$ cat src/rtl/core/gcb_pkg.sv
// Shared types and constants for the glyph coverage blend block.
`timescale 1ns / 1ps

package gcb_pkg;

	// Fixed limits of the placement and clipping logic.
	localparam int MAX_IMAGE_DIM = 4096;
	localparam int MAX_GLYPH_DIM = 1024;

	// Field widths.
	localparam int DIM_W    = 13;
	localparam int POS_W    = 14;
	localparam int GLYPH_W  = 10;
	localparam int CH_W     = 8;
	localparam int INDEX_W  = 24;
	localparam int PROD_W   = 16;
	localparam int CFG_IDX_W  = 3;
	localparam int CFG_DATA_W = 32;

	// Reciprocal of gray_max: ceil(2^RECIP_SHIFT / g), exact for 16-bit numerators.
	localparam int RECIP_SHIFT = 24;
	localparam int RECIP_W     = RECIP_SHIFT + 1;
	localparam int STEP_W      = 5;
	localparam int MUL_W       = PROD_W + RECIP_W;

	// Reset values of the configuration registers.
	localparam logic [DIM_W-1:0]      RST_IMAGE_WIDTH  = 13'd640;
	localparam logic [DIM_W-1:0]      RST_IMAGE_HEIGHT = 13'd480;
	localparam logic [DIM_W-1:0]      RST_ORIGIN       = 13'd0;
	localparam logic [CFG_DATA_W-1:0] RST_COLOR_RGBA   = 32'd255;
	localparam logic [CH_W-1:0]       RST_GRAY_MAX     = 8'd255;
	localparam logic [RECIP_W-1:0]    RST_RECIP        = 25'd65794;

	// Configuration register indexes.
	typedef enum logic [CFG_IDX_W-1:0] {
		REG_IMAGE_WIDTH  = 3'd0,
		REG_IMAGE_HEIGHT = 3'd1,
		REG_ORIGIN_X     = 3'd2,
		REG_ORIGIN_Y     = 3'd3,
		REG_COLOR_RGBA   = 3'd4,
		REG_GRAY_MAX     = 3'd5
	} reg_index_t;

	// Decoded configuration as seen by the datapath.
	typedef struct packed {
		logic [DIM_W-1:0]        width;
		logic [DIM_W-1:0]        height;
		logic signed [DIM_W-1:0] origin_x;
		logic signed [DIM_W-1:0] origin_y;
		logic [CH_W-1:0]         red;
		logic [CH_W-1:0]         green;
		logic [CH_W-1:0]         blue;
		logic [CH_W-1:0]         alpha;
		logic [CH_W-1:0]         gray;
		logic [RECIP_W-1:0]      recip;
		logic                    busy;
	} cfg_t;

	// One classified sample in the queue between front and back.
	typedef struct packed {
		logic [CH_W-1:0]    strength;
		logic               in_image;
		logic [INDEX_W-1:0] pixel_index;
		logic [CH_W-1:0]    old_red;
		logic [CH_W-1:0]    old_green;
		logic [CH_W-1:0]    old_blue;
	} entry_t;

endpackage

$ cat src/rtl/core/gcb_if.sv


interface gcb_cfg_if;
	logic                            valid;
	logic                            ready;
	logic [gcb_pkg::CFG_IDX_W-1:0]   index;
	logic [gcb_pkg::CFG_DATA_W-1:0]  data;

	modport source (output valid, index, data, input ready);
	modport sink (input valid, index, data, output ready);
endinterface

$ cat src/rtl/core/gcb_cfg.sv
// Configuration registers and the gray_max reciprocal sequencer.
`timescale 1ns / 1ps

module gcb_cfg (
	input  logic           clk,
	input  logic           arst_n,
	gcb_cfg_if.sink        cfg,
	output gcb_pkg::cfg_t  cfg_st
);

	logic [gcb_pkg::DIM_W-1:0]      width_q;
	logic [gcb_pkg::DIM_W-1:0]      height_q;
	logic [gcb_pkg::DIM_W-1:0]      origin_x_q;
	logic [gcb_pkg::DIM_W-1:0]      origin_y_q;
	logic [gcb_pkg::CFG_DATA_W-1:0] color_q;
	logic [gcb_pkg::CH_W-1:0]       gray_q;
	logic [gcb_pkg::RECIP_W-1:0]    recip_q;
	logic                           busy_q;
	logic [gcb_pkg::STEP_W-1:0]     step_q;
	logic [gcb_pkg::CH_W-1:0]       rem_q;
	logic [gcb_pkg::RECIP_W-1:0]    num_q;

	logic                           wr;
	logic [gcb_pkg::CH_W-1:0]       gray_eff;
	logic [gcb_pkg::CH_W-1:0]       gray_new;
	logic [gcb_pkg::CH_W:0]         trial;
	logic                           fits;
	logic [gcb_pkg::CH_W-1:0]       rem_n;
	logic [gcb_pkg::RECIP_W-1:0]    num_n;
	logic [gcb_pkg::DIM_W-1:0]      width_sat;
	logic [gcb_pkg::DIM_W-1:0]      height_sat;

	assign cfg.ready = 1'b1;
	assign wr        = cfg.valid && cfg.ready;

	// A zero gray_max acts as one.
	assign gray_eff = (gray_q == '0) ? gray_q + 8'd1 : gray_q;
	assign gray_new = (cfg.data[gcb_pkg::CH_W-1:0] == '0) ? 8'd1 : cfg.data[gcb_pkg::CH_W-1:0];

	// One restoring division step: remainder stays below the divisor.
	assign trial = {rem_q, num_q[gcb_pkg::RECIP_W-1]};
	assign fits  = trial >= {1'b0, gray_eff};
	assign rem_n = fits ? gcb_pkg::CH_W'(trial - {1'b0, gray_eff})
		: trial[gcb_pkg::CH_W-1:0];
	assign num_n = {num_q[gcb_pkg::RECIP_W-2:0], fits};

	// Register writes.
	always_ff @(posedge clk or negedge arst_n) begin
		if (!arst_n) begin
			width_q    <= gcb_pkg::RST_IMAGE_WIDTH;
			height_q   <= gcb_pkg::RST_IMAGE_HEIGHT;
			origin_x_q <= gcb_pkg::RST_ORIGIN;
			origin_y_q <= gcb_pkg::RST_ORIGIN;
			color_q    <= gcb_pkg::RST_COLOR_RGBA;
			gray_q     <= gcb_pkg::RST_GRAY_MAX;
		end else if (wr) begin
			unique case (gcb_pkg::reg_index_t'(cfg.index))
				gcb_pkg::REG_IMAGE_WIDTH:  width_q    <= cfg.data[gcb_pkg::DIM_W-1:0];
				gcb_pkg::REG_IMAGE_HEIGHT: height_q   <= cfg.data[gcb_pkg::DIM_W-1:0];
				gcb_pkg::REG_ORIGIN_X:     origin_x_q <= cfg.data[gcb_pkg::DIM_W-1:0];
				gcb_pkg::REG_ORIGIN_Y:     origin_y_q <= cfg.data[gcb_pkg::DIM_W-1:0];
				gcb_pkg::REG_COLOR_RGBA:   color_q    <= cfg.data;
				gcb_pkg::REG_GRAY_MAX:     gray_q     <= cfg.data[gcb_pkg::CH_W-1:0];
				default: ;
			endcase
		end
	end

	// Reciprocal sequencer: one quotient bit per cycle after a gray_max write.
	always_ff @(posedge clk or negedge arst_n) begin
		if (!arst_n) begin
			recip_q <= gcb_pkg::RST_RECIP;
			busy_q  <= 1'b0;
			step_q  <= '0;
			rem_q   <= '0;
			num_q   <= '0;
		end else if (wr && cfg.index == gcb_pkg::REG_GRAY_MAX) begin
			busy_q <= 1'b1;
			step_q <= gcb_pkg::STEP_W'(gcb_pkg::RECIP_W);
			rem_q  <= '0;
			num_q  <= (gcb_pkg::RECIP_W'(1) << gcb_pkg::RECIP_SHIFT)
				+ gcb_pkg::RECIP_W'(gray_new) - gcb_pkg::RECIP_W'(1);
		end else if (busy_q) begin
			rem_q  <= rem_n;
			num_q  <= num_n;
			step_q <= step_q - 1'b1;
			if (step_q == gcb_pkg::STEP_W'(1)) begin
				recip_q <= num_n;
				busy_q  <= 1'b0;
			end
		end
	end

	// Image dimensions are limited to the largest supported size.
	assign width_sat  = (int'(width_q) > gcb_pkg::MAX_IMAGE_DIM)
		? gcb_pkg::DIM_W'(gcb_pkg::MAX_IMAGE_DIM) : width_q;
	assign height_sat = (int'(height_q) > gcb_pkg::MAX_IMAGE_DIM)
		? gcb_pkg::DIM_W'(gcb_pkg::MAX_IMAGE_DIM) : height_q;

	assign cfg_st.width    = width_sat;
	assign cfg_st.height   = height_sat;
	assign cfg_st.origin_x = origin_x_q;
	assign cfg_st.origin_y = origin_y_q;
	assign cfg_st.red      = color_q[31:24];
	assign cfg_st.green    = color_q[23:16];
	assign cfg_st.blue     = color_q[15:8];
	assign cfg_st.alpha    = color_q[7:0];
	assign cfg_st.gray     = gray_eff;
	assign cfg_st.recip    = recip_q;
	assign cfg_st.busy     = busy_q;

endmodule

$ cat src/flat_wrapper.sv
// flat-port wrapper written by rule: the top's interface ports become plain ports
module gcb_cfg_flat 
  (clk, arst_n, cfg_st, cfg_valid, cfg_index, cfg_data, cfg_ready);
  gcb_cfg_if cfg_i ();
  input  logic clk;
  input  logic arst_n;
  output gcb_pkg::cfg_t cfg_st;
  input wire logic [$bits(cfg_i.valid)-1:0] cfg_valid;
  input wire logic [$bits(cfg_i.index)-1:0] cfg_index;
  input wire logic [$bits(cfg_i.data)-1:0] cfg_data;
  output wire logic [$bits(cfg_i.ready)-1:0] cfg_ready;
  assign cfg_i.valid = cfg_valid;
  assign cfg_i.index = cfg_index;
  assign cfg_i.data = cfg_data;
  assign cfg_ready = cfg_i.ready;
  gcb_cfg u_core (.clk(clk), .arst_n(arst_n), .cfg(cfg_i), .cfg_st(cfg_st));
endmodule
$ cat config.mk
export PLATFORM = sky130hd
export DESIGN_NAME = gcb_cfg_flat
export DESIGN_NICKNAME = d
export VERILOG_FILES = /design/src/rtl/core/gcb_pkg.sv /design/src/rtl/core/gcb_if.sv /design/src/rtl/core/gcb_cfg.sv /design/src/flat_wrapper.sv
export SDC_FILE = /design/constraint.sdc
export NUM_CORES = 1
export LEC_CHECK = 0
export BUFFER_PORTS_ARGS = -buffer_cell sky130_fd_sc_hd__clkbuf_2
export CAP_MARGIN = 40
export CORE_ASPECT_RATIO = 1.2
export CORE_MARGIN = 2
export CORE_UTILIZATION = 32
export CTS_CLUSTER_DIAMETER = 100
export DETAILED_ROUTE_END_ITERATION = 7
export PLACE_DENSITY = 0.63
export SYNTH_ARGS = -nofsm -noshare
export SYNTH_HDL_FRONTEND = slang
export SYNTH_SLANG_ARGS = --single-unit
$ cat constraint.sdc
create_clock -name clk -period 3.3 [get_ports clk]
set_input_delay 0.495 -clock clk [delete_from_list [all_inputs] [get_ports clk]]
set_output_delay 0.495 -clock clk [all_outputs]
set_load 0.01 [all_outputs]
# Word level (Yosys, flattened, before mapping)

Index checks and enable logic that the tools add are counted.

Logic and storage cells: 52
Bits of input ports: 38
Output and inout port bits: 119
Register bits: 156

Equality and inequality tests: 6
$lt $le $gt $ge: 3
Bitwise operators: 1
Add/sub/neg operators: 5
Reduce and logical (&&, ||, !) cells: 12
Mux-type cells: 14

Operator list:

| operator              | number |
|---|---|
| $mux 25               | 2 |
| $mux 8                | 5 |
| $gt 13x13->1 const B  | 2 |
| $mux 13               | 2 |
| $add 25x8->25 const A | 1 |
| $sub 25x1->25 const B | 1 |
| $logic_not 8->1       | 2 |
| $reduce_and 2->1      | 6 |
| $mux 5                | 2 |
| $ge 9x8->1            | 1 |
| $add 8x1->8 const B   | 1 |
| $sub 8x8->8           | 1 |
| $eq 3x2->1 const B    | 2 |
| $eq 3x3->1 const B    | 2 |
| $eq 5x1->1 const B    | 1 |
| $sub 5x1->5 const B   | 1 |
| $eq 3x1->1 const B    | 1 |
| $logic_not 3->1       | 1 |
| $mux 1                | 3 |
| $reduce_and 3->1      | 1 |
| $reduce_bool 2->1     | 1 |
| $logic_and 1x1->1     | 1 |
| $not 1->1             | 1 |

# Longest topological paths before layout

Gate-level depths: netlist of run 1.

Word-level depth: 6
Mapped depth: 12
Mapped depth without buffers: 12

# Worst setup path after synthesis of run 1

No wires, ideal clock.

Kind: register -> register
From: register u_core.gray_q[1] (netlist bit)
To: register u_core.rem_q[0] (netlist bit)
Buffers on the path: 0
Setup slack: 0.341 ns
Required time: 3.223 ns
Cell stages (with the launch flop): 12
Period minus slack after synthesis: 2.959 ns
Arrival time: 2.882 ns
Setup time: 0.077 ns
Cell sequence: dfstp_2 -> inv_1 -> ha_1 -> and4_1 -> xnor2_1 -> ha_1 -> nor2b_1 -> o21ai_0 -> nand3_1 -> a221oi_4 -> mux2_2 -> a21oi_1

RTL lines:

| item                   | RTL line      | source |
|---|---|---|
| start, declared        | gcb_cfg.sv:16 | `logic [gcb_pkg::CH_W-1:0] gray_q;` |
| start signal, assigned | gcb_cfg.sv:55 | `gray_q <= gcb_pkg::RST_GRAY_MAX;` |
| start signal, assigned | gcb_cfg.sv:63 | `gcb_pkg::REG_GRAY_MAX: gray_q <= cfg.data[gcb_pkg::CH_W-1:0];` |
| end signal, assigned   | gcb_cfg.sv:84 | `rem_q <= rem_n;` |
| end, declared          | gcb_cfg.sv:20 | `logic [gcb_pkg::CH_W-1:0] rem_q;` |

# Worst setup path after layout of run 1

From: register u_core.gray_q[1] (netlist bit)
To: register u_core.rem_q[3] (netlist bit)

Longest elaborated chain between the ends: 6
Elaborated cells on any way between the ends: 8
Those cells by class: 2 x add/sub; 1 x order compare; 4 x mux; 1 x reduce/logical

Ends and longest elaborated chain:

| item                                           | RTL line                     | source |
|---|---|---|
| $add 8x1->8 or $logic_not 8->1 (tied branches) | gcb_cfg.sv:37                | `assign gray_eff = (gray_q == '0) ? gray_q + 8'd1 : gray_q;` |
| $mux 8 (*)                                     | gcb_cfg.sv:37                |  |
| $sub 8x8->8 or $ge 9x8->1 (tied branches)      | gcb_cfg.sv:43, gcb_cfg.sv:42 |  |
| $mux 8 (*)                                     | gcb_cfg.sv:43                | `assign rem_n = fits ? gcb_pkg::CH_W'(trial - {1'b0, gray_eff})` |
| $mux 8 (*)                                     | gcb_cfg.sv:83                | `end else if (busy_q) begin` |
| $mux 8 (*)                                     | gcb_cfg.sv:77                | `end else if (wr && cfg.index == gcb_pkg::REG_GRAY_MAX) begin` |

Mark *: on every way between the ends. The rest lies on a longest branch, timed or not. The select of a mux whose other input is x is not followed.
A chain may end at the register's enable or synchronous reset.

==> results of run 1 <==
Yosys cell counts, types with 2 or more instances:
cell / instances / area [sq um]
nand2_1: 32 / 120.1
inv_1: 15 / 56.30
nor3_1: 6 / 30.03
clkbuf_8: 3 / 41.29
nor2_1: 20 / 75.07
nor2b_1: 31 / 193.9
a21o_1: 2 / 15.01
a21oi_1: 17 / 85.08
dfrtp_1: 131 / 3278
ha_1: 12 / 150.1
xor2_1: 3 / 26.28
o21a_1: 2 / 15.01
mux2i_1: 24 / 240.2
nand3_1: 4 / 20.02
xnor2_1: 8 / 70.07
clkbuf_1: 31 / 116.4
nand4_1: 3 / 18.77
and2b_2: 2 / 17.52
o21ai_0: 33 / 165.2
a2111oi_0: 2 / 17.52
buf_4: 3 / 22.52
dfstp_2: 25 / 656.9
and2_1: 2 / 12.51
a211oi_1: 3 / 22.52
mux2_2: 108 / 1216
nand2b_1: 3 / 18.77
nor3b_1: 2 / 15.01
nor4_1: 7 / 43.79
maj3_1: 2 / 20.02
registers in the layout, indices dropped and copies added, names as in the netlist:
signal	flops
u_core.origin_y_q	13
u_core.origin_x_q	13
u_core.rem_q	8
u_core.busy_q	1
u_core.color_q	32
u_core.gray_q	8
u_core.step_q	5
u_core.height_q	13
u_core.recip_q	25
u_core.num_q	25
u_core.width_q	13
area by class of cell:
type / count / area (sq um) / share of cell area [%]
Sequential cell: 156 / 3936 / 45.23
Clock buffer: 19 / 442.9 / 5.089
Timing Repair Buffer: 169 / 899.6 / 10.34
Clock inverter: 13 / 136.4 / 1.567
Inverter: 15 / 56.30 / 0.6469
Tap cell: 274 / 342.8 / 3.939
Multi-Input combinational cell: 355 / 2889 / 33.19
path summary, 6_finish.rpt:
kind / to / from / depth (start not counted)
max in group asynchronous: u_core.color_q[7] / arst_n / 2
max reg2reg: u_core.rem_q[3] / u_core.gray_q[1] / 12
max: u_core.rem_q[3] / u_core.gray_q[1] / 12
min reg2reg: u_core.gray_q[2] / u_core.gray_q[2] / 2
min: u_core.recip_q[22] / arst_n / 1
min in group clk: u_core.color_q[19] / cfg_data[19] / 2
power groups by stage:
stage	sequential, W	clock (W)	combinational, W
after detailed placement	0.00313	0	0.00250
after floorplan	0.00306	0	0.00170
after CTS	0.00310	0.00197	0.00251
after global routing	0.00318	0.00204	0.00276
final	0.00309	0.00191	0.00248
after global placement	0.00311	0	0.00245
metrics by stage:
step	cells	setup slack [ns]	power, W
after detailed placement	969	0.1914	0.005625
after global placement	969	0.2726	0.005568
after CTS	1001	0.1801	0.007572
after global routing	1001	-0.01481	0.007978
final	1001	0.1804	0.007478
after floorplan	565	0.3405	0.004757
per-layer routing:
| layer | global-route usage [%] | part of all wire, % |
|---|---|---|
| met1 | 17.38 | 41 |
| met2 | 26.11 | 52 |
| met3 | 4.600 | 5.7 |
| met4 | 4.348 | 1.2 |
| met5 | 0 | 0 |
worst register-to-register path, stage by stage (launching register included):
cell,delay [ns]
dfstp_2,0.56
inv_1,0.09
ha_1,0.18
and4_1,0.19
a21oi_1,0.23
ha_1,0.33
and3_1,0.23
o21ai_0,0.11
nand3_1,0.16
a221oi_4,0.44
buf_4,0.23
mux2i_1,0.19
a21oi_1,0.08
cells by family (layout without fill, tap and decap cells):
group                      after synthesis  count (layout)  share of synthesized area (%)
buffers and inverters                   54             216                          3.567
adders and majority gates               16              16                          2.857
DFF                                    156             156                          55.81
other                                    1               1                        0.05319
muxes                                  132             132                          20.66
and+or+nand+nor                        123             123                          9.335
AOI/OAI and AO/OA                       72              72                          6.353
xor gates and xnor gates                11              11                          1.367
==> metrics, run 1 <==
max capacitance violation total 0; antenna fix cells 0; fmax 320.5 MHz; die width 139.5 um; remaining global-route overflow 0; ys flop type dfrtp_1; Residual DRC 0; Synthesized Nets ~620; FFs w/ async S/R, synth 100.0%; critical path startpoint category register; CTS tree done; Die Ht approximately 170 um; initial antenna violation count 0; post-CTS setup buffers 0; Int Pwr 0.004927 W; cells after synthesis 565; Seq/Total Area, Yosys 55.81%; Area growth syn-to-layout 23.44%; Post-CTS Resized 0; largest net degree at the start of global routing 68; commonest non-fill, non-tap cells in the layout 154 x clkbuf_2, 130 x dfrtp_1, 108 x mux2_2; NetSw roughly 0.0026 W; status complete, no violations; combinational power share roughly 33%; Hold/Removal Path Class primary input to async pin; syn_area_per_cell 12.48 sq um; pwr dens 859.2 nW/um^2; total wire length ~17 mm; starting density of the core 32.60%; Rows 59; relative slew slack 50.69%; worst vdd ir 0.3748 mV; setup_tns 0 ns; crit path max-delay cell type dfstp_2; clock latency at the later pin of the worst-skew pair 0.42 ns; clock tree sinks 156; vias in the first global route 5048; post-synth cell types 58; CTS Root Cell clkbuf_16; WP data required 3.60 ns; fin nets between 700 and 800; via count 4818; Worst Path Buf+Inv 2; port bufs 155; CP delay by family, top compound AO/OA/AOI/OAI gates; sequential fraction of design power around two fifths; critical path peak fanout 6; CP cell instances inv_1, ha_1, and4_1, a21oi_1, ha_1, and3_1, o21ai_0, nand3_1, a221oi_4, buf_4, mux2i_1, a21oi_1; Via density between 4 and 5; design area 8703 sq um; final core utilization between 40% and 50%; H-tree Lvls 4; fillers 2071; dpl hpwl 11.95 mm; Iter 0 DRT Violations approximately 170; drt pass-1 iters 4; Worst Tran Pin Value ~0.74 ns; hold slack final 0.07528 ns; Final Slew Violations 0; CP peak stage delay roughly 0.56 ns; Crit. End Element register; placed cell area 8124 sq um; IO Pins 157; routed length per instance 16.98 um; r2r setup slk 0.18 ns; fraction of layout cells with a size suffix above 1 48.01%; Post-synth EDFFs 0; synthesized area around 7100 sq um; Leak ~4.1 nW; WS Path Type register to register; total core area roughly 22000 sq um; Hold Buf Count CTS 0; total number of yosys warnings 0; Tcrit/Tclk final a little over nine tenths; DRT antenna net count 0; CP Data Arrival Time ~3.4 ns; Reg clk slew, reported paths approximately 0.070 ns; cts bufs inserted 17; clock buffer depth 2; sw frac 34.11%; total die area 23240 sq um; global-route wire length before repair 27.30 mm; RSZ-0062 raised after global routing yes; clock skew approximately 0.0060 ns; GPL Wtd Cong 0.8746; GRT Util Overall 14.84%; most common cell after layout, fill and taps aside clkbuf_2; Seq cells post-synth 156; Hold Vio Cnt, Final 0; Setup violations, final 0; clock power share 25.5%; min Tclk post-route 3.120 ns
Note: power is estimated with default switching activity, not from simulation.
==> inputs of run 2 (changes only) <==
==> constraint.sdc (replaced) <==
create_clock -name clk -period 3.45 [get_ports clk]
set_input_delay 0.5175 -clock clk [delete_from_list [all_inputs] [get_ports clk]]
set_output_delay 0.5175 -clock clk [all_outputs]
set_load 0.01 [all_outputs]
==> run 2 against run 1 <==
  * Wire length grew 0.11%
  * Core utilization is essentially flat
  * Cell count shrank 0.30%
  * Worst setup slack gained 0.074 ns
  * Largest power group unchanged
==> metrics, run 2 (synthesis results as in run 1) <==
Hold/Removal Path Class primary input to async pin; starting density of the core 32.60% (unchanged); met2 Usage GRT 25.75% (-0.36 points); clock tree sinks 156 (unchanged); Area growth syn-to-layout 23.51% (about the same); Final Slew Violations 0 (unchanged); fin nets 762 (-0.39%); dpl hpwl 11.87 mm (-0.66%); CTS Root Cell clkbuf_16; Rows 59 (unchanged); Post-CTS Resized 0 (unchanged); remaining global-route overflow 0 (unchanged); IO Pins 157 (unchanged); WS Path Type register to register; global-route wire length before repair 27.25 mm (-0.18%); via count 4831 (+0.27%); Most flops, register u_core.color_q; Setup violations, final 0 (unchanged); setup_tns 0 ns (unchanged); drt pass-1 iters 6 (+2); fmax 312.9 MHz (-2.4%); Leak 4.142 nW (about the same); post-CTS setup buffers 0 (unchanged); cts bufs inserted 17 (unchanged); total die area 23240 sq um (unchanged); port bufs 155 (unchanged); max capacitance violation total 0 (unchanged); Tcrit/Tclk final 92.63% (-1.9 points); total wire length 17.02 mm (+0.11%); Worst Tran Pin Value 0.6428 ns (-0.09689 ns); clock latency at the later pin of the worst-skew pair 0.42 ns (about the same); crit path max-delay cell type dfstp_2; Hold Buf Count CTS 0 (unchanged); CP Data Arrival Time 3.47 ns (+0.05 ns); DRT antenna net count 0 (unchanged); RSZ-0062 raised after global routing no; GPL Wtd Cong 0.8404 (-3.9%); CP cell instances inv_1, ha_1, and4_1, a21oi_1, ha_1, and3_1, o21ai_0, nand3_1, a221oi_4, buf_4, mux2i_1, a21oi_1; worst vdd ir 0.4000 mV (+6.7%); status complete, no violations; hold slack final 0.07382 ns (-0.001452 ns); antenna fix cells 0 (unchanged); die width 139.5 um (unchanged); placed insts 966 (-0.31%); initial antenna violation count 0 (unchanged); clock skew 0.007346 ns (+0.001376 ns); Crit. End Element register; total core area 21630 sq um (unchanged); most common cell after layout, fill and taps aside clkbuf_2; fillers 2088 (+0.82%); CP peak stage delay 0.55 ns (about the same); biggest regs u_core.color_q: 32 flops, u_core.num_q: 25 flops, u_core.recip_q: 25 flops; H-tree Lvls 4 (unchanged); Iter 0 DRT Violations 244 (+40%); vias in the first global route 4999 (-0.97%); relative slew slack 56.75% (+6.1 points); pwr dens 834.1 nW/um^2 (-2.9%); critical path peak fanout 7 (+1); CTS tree done; largest net degree at the start of global routing 68 (unchanged); Residual DRC 0 (unchanged); Via density 4.841 (+0.57%); commonest non-fill, non-tap cells in the layout 154 x clkbuf_2, 130 x dfrtp_1, 108 x mux2_2; Reg clk slew, reported paths 0.07 ns (about the same); met3 Resource Use GR 4.744% (+0.14 points); gr busiest metal met2; Hold Vio Cnt, Final 0 (unchanged); met1 GRT Util 17.65% (+0.27 points); critical path startpoint category register; Die Ht 166.6 um (unchanged); Final Instance Count excl. Fillers 998 (-0.30%); min Tclk post-route 3.196 ns (+0.07605 ns); fraction of layout cells with a size suffix above 1 47.79% (-0.22 points); WP data required 3.73 ns (+0.13 ns); GRT Util Overall 14.89% (+0.044 points); max reg flops 32 (unchanged); routed length per instance 17.05 um (+0.41%); clock buffer depth 2 (unchanged)
[run 2: cell types whose count changed in the layout (fill, tap and decap cells not counted)]
cell / change
clkinv_2: -2
clkinvlp_4: -1
inv_6: +2
buf_4: -3
clkinv_8: -1
bufinv_16: +1
clkbuf_8: +1
[run 2: metal layers]
layer | vias to the layer above | wire length [um]
met2 | 108 | 8662
met3 | 20 | 879
met1 | 2436 | 7214
met4 | 0 | 263
met5 | - | 0
li1 | 2267 | -
[run 2: cell type report]
type                       instances  area (sq um)  area share [%]
clock buffer                      20         456.7           5.244
multi-input combinational        355          2889           33.18
tap                              274         342.8           3.937
clock inverter                    12         150.1           1.724
timing repair buffer             166         877.1           10.07
sequential                       156          3936           45.20
inverter                          15         56.30          0.6466
[run 2: path summary, 6_finish.rpt]
check,slack (ns),cells after the start,end,from
hold reg to reg,0.47,2,u_core.gray_q[2],u_core.gray_q[2]
min in group clk,0.32,2,u_core.color_q[24],cfg_data[24]
setup reg to reg,0.25,12,u_core.rem_q[4],u_core.gray_q[1]
max in group asynchronous,2.45,2,u_core.recip_q[1],arst_n
hold / removal,0.07,1,u_core.recip_q[18],arst_n
setup / recovery,0.25,12,u_core.rem_q[4],u_core.gray_q[1]
[run 2: report_power, final]
group          total, W  switching (W)  leakage [nW]  internal (W)
combinational   0.00238        0.00118          1.99       0.00120
clock           0.00194       0.000813         0.292       0.00113
sequential      0.00294       0.000471          1.86       0.00247
[run 2: per-stage QoR]
step	total power, W	util [%]	cell area (sq um)	setup slack, ns
final	0.007264	40.26	8708	0.2543
after global routing	0.007731	40.26	8708	0.07425
after CTS	0.007346	40.26	8708	0.2763
after detailed placement	0.005379	37.46	8102	0.2937
after global placement	0.005319	37.46	8102	0.3726
after floorplan	0.004550	-	7051	0.4905
[run 2: critical path, delay by kind of cell, from the launching register on]
family | cells | cell delay, ns
compound gates | 4 | 0.89
fa+ha+maj | 2 | 0.52
buf+inv | 2 | 0.31
flops | 1 | 0.55
mux | 1 | 0.19
simple gates | 3 | 0.58
==> inputs of run 3 (changes only) <==
--- a/config.mk
+++ b/config.mk
@@ -12,7 +12,7 @@
 export CORE_UTILIZATION = 32
 export CTS_CLUSTER_DIAMETER = 100
 export DETAILED_ROUTE_END_ITERATION = 7
-export PLACE_DENSITY = 0.63
+export PLACE_DENSITY = 0.55
 export SYNTH_ARGS = -nofsm -noshare
 export SYNTH_HDL_FRONTEND = slang
 export SYNTH_SLANG_ARGS = --single-unit
==> run 3 against run 2 <==
  * Critical path depth did not move
  * Clock skew down 0.00093 ns
  * Fmax is 0.21% higher
  * First-iteration DRC count shrank 25%
  * Power down 2.2%
  * Core utilization fell by 0.12 points
  * Via count grew 0.95%
  * Sequential power is essentially flat
  * Global-route usage rose by 0.71 points
  * Critical path type unchanged
==> metrics, run 3 (synthesis results as in run 1) <==
status complete, no violations; H-tree Lvls 4 (unchanged); Rows 59 (unchanged); commonest non-fill, non-tap cells in the layout 154 x clkbuf_2, 130 x dfrtp_1, 108 x mux2_2; remaining global-route overflow 0 (unchanged); CTS tree done; critical path startpoint category register; total core area 21630 sq um (unchanged); Setup WS pre-CTS 0.2263 ns (-0.06740 ns); M1 WL 7.257 mm (+0.60%); reg2reg end u_core.rem_q[4]; GRT Util Overall 15.60% (+0.71 points); via count 4877 (+0.95%); Most flops, register u_core.color_q; relative slew slack 44.91% (-12 points); placed cell area 8132 sq um (+0.37%); max capacitance violation total 0 (unchanged); WS Path Type register to register; global-route wire length before repair 28.71 mm (+5.4%); Worst R2R Start u_core.gray_q[1]; Iter 0 DRT Violations 183 (-25%); starting density of the core 32.60% (unchanged); fmax 313.6 MHz (+0.21%); Final WS setup 0.2611 ns (+0.006760 ns); Die Ht 166.6 um (unchanged); final core utilization 40.14% (-0.12 points); Area growth syn-to-layout 23.14%; RSZ-0062 raised after global routing no; setup_tns 0 ns (unchanged); CTS Root Cell clkbuf_16; DRT antenna net count 0 (unchanged); routed length per instance 17.54 um (+2.9%); dpl hpwl 12.52 mm (+5.5%); critical path peak fanout 6 (-1); cts bufs inserted 17 (unchanged); pwr dens 818.5 nW/um^2 (-1.9%); met3 wire length 1.316 mm (+50%); Reg2Reg Depth 12 (unchanged); Reg clk slew, reported paths 0.06 ns (about the same); post-CTS setup buffers 0 (unchanged); GPL Wtd Cong 0.8854 (+5.4%); total die area 23240 sq um (unchanged); total wire length 17.56 mm (+3.2%); initial antenna violation count 0 (unchanged); antenna fix cells 0 (unchanged); Worst Tran Pin Value 0.8263 ns (+0.1836 ns); Leak 4.123 nW (-0.47%); Crit. End Element register; Hold/Removal Path Class primary input to async pin; fraction of layout cells with a size suffix above 1 47.46% (-0.33 points); CP Data Arrival Time 3.47 ns (about the same); clock tree sinks 156 (unchanged); clock buffer depth 2 (unchanged); Final Slew Violations 0 (unchanged); largest net degree at the start of global routing 89 (+31%); Hold Buf Count CTS 0 (unchanged); die width 139.5 um (unchanged); drt pass-1 iters 4 (-2); Final Instance Count excl. Fillers 1001 (+0.30%); port bufs 155 (unchanged); Via density 4.872 (+0.65%); Setup violations, final 0 (unchanged); Hold Vio Cnt, Final 0 (unchanged); vias in the first global route 5262 (+5.3%); design area 8682 sq um (-0.30%); worst vdd ir 0.4364 mV (+9.1%); Tcrit/Tclk final 92.43% (-0.20 points); Highest Signal Layer met4; biggest regs u_core.color_q: 32 flops, u_core.num_q: 25 flops, u_core.recip_q: 25 flops; placed insts 969 (+0.31%); Residual DRC 0 (unchanged); WP data required 3.73 ns (about the same); Post-CTS Resized 0 (unchanged); IO Pins 157 (unchanged); min Tclk post-route 3.189 ns (-0.006760 ns); fillers 2114 (+1.2%); fin nets 765 (+0.39%); r2r setup slk 0.26 ns (about the same); clock latency at the later pin of the worst-skew pair 0.42 ns (about the same); WL met2 8.796 mm (+1.5%); clock skew 0.006412 ns (-0.0009333 ns); most common cell after layout, fill and taps aside clkbuf_2; max reg flops 32 (unchanged)
==> run 3: changes by cell type in the layout (fill, tap and decap cells not counted), sizes merged <==
cell	previous run	this run
clkinv	1	3
buf	12	15
clkinvlp	2	3
clkbuf	174	177
bufinv	2	1
inv	22	17
==> run 3: worst max path at each step <==
stage | start | end | slack, ns | depth (start not counted)
final | u_core.gray_q[1] | u_core.rem_q[4] | 0.26 | 12
after global routing | u_core.gray_q[1] | u_core.rem_q[4] | 0.008 | 12
after CTS | u_core.gray_q[1] | u_core.rem_q[4] | 0.22 | 12
after detailed placement | u_core.gray_q[1] | u_core.rem_q[4] | 0.23 | 12
after global placement | u_core.gray_q[1] | u_core.rem_q[4] | 0.32 | 12
after floorplan | u_core.gray_q[1] | u_core.rem_q[0] | 0.49 | 11
==> run 3: through the flow <==
step / hold WS (ns) / total power, W
after floorplan: 0.2219 / 0.004550
after global placement: 0.4700 / 0.005328
after detailed placement: 0.4714 / 0.005396
after CTS: 0.2109 / 0.007202
after global routing: 0.2513 / 0.007587
final: 0.1868 / 0.007106
==> run 3: final cells by class <==
type                            instances  area, sq um  share of cell area, %
Clock inverter                          9        92.59                  1.066
Timing Repair Buffer                  169        907.1                  10.45
Sequential cell                       156         3936                  45.34
Tap cell                              274        342.8                  3.949
Inverter                               15        56.30                 0.6485
Multi-Input combinational cell        355         2889                  33.28
Clock buffer                           23        457.9                  5.275
==> run 3: critical path, stage by stage, from the launching register on <==
cell	delay, ns
dfstp_2	0.56
inv_1	0.09
ha_1	0.18
and4_1	0.19
a21oi_1	0.24
ha_1	0.34
and3_1	0.22
o21ai_0	0.10
nand3_1	0.17
a221oi_4	0.49
buf_4	0.22
mux2i_1	0.18
a21oi_1	0.08
==> run 3: routing by layer <==
metal	up-vias	track usage (%)
li1	2274	-
met1	2439	18.06
met2	146	27.13
met3	18	5.980
met4	0	3.953
met5	-	0
==> run 3: where the power goes <==
| part | leakage, nW | internal (W) | switching [W] |
|---|---|---|---|
| sequential | 1.86 | 0.00247 | 0.000469 |
| combinational | 2.00 | 0.00120 | 0.00119 |
| clock | 0.258 | 0.00102 | 0.000750 |
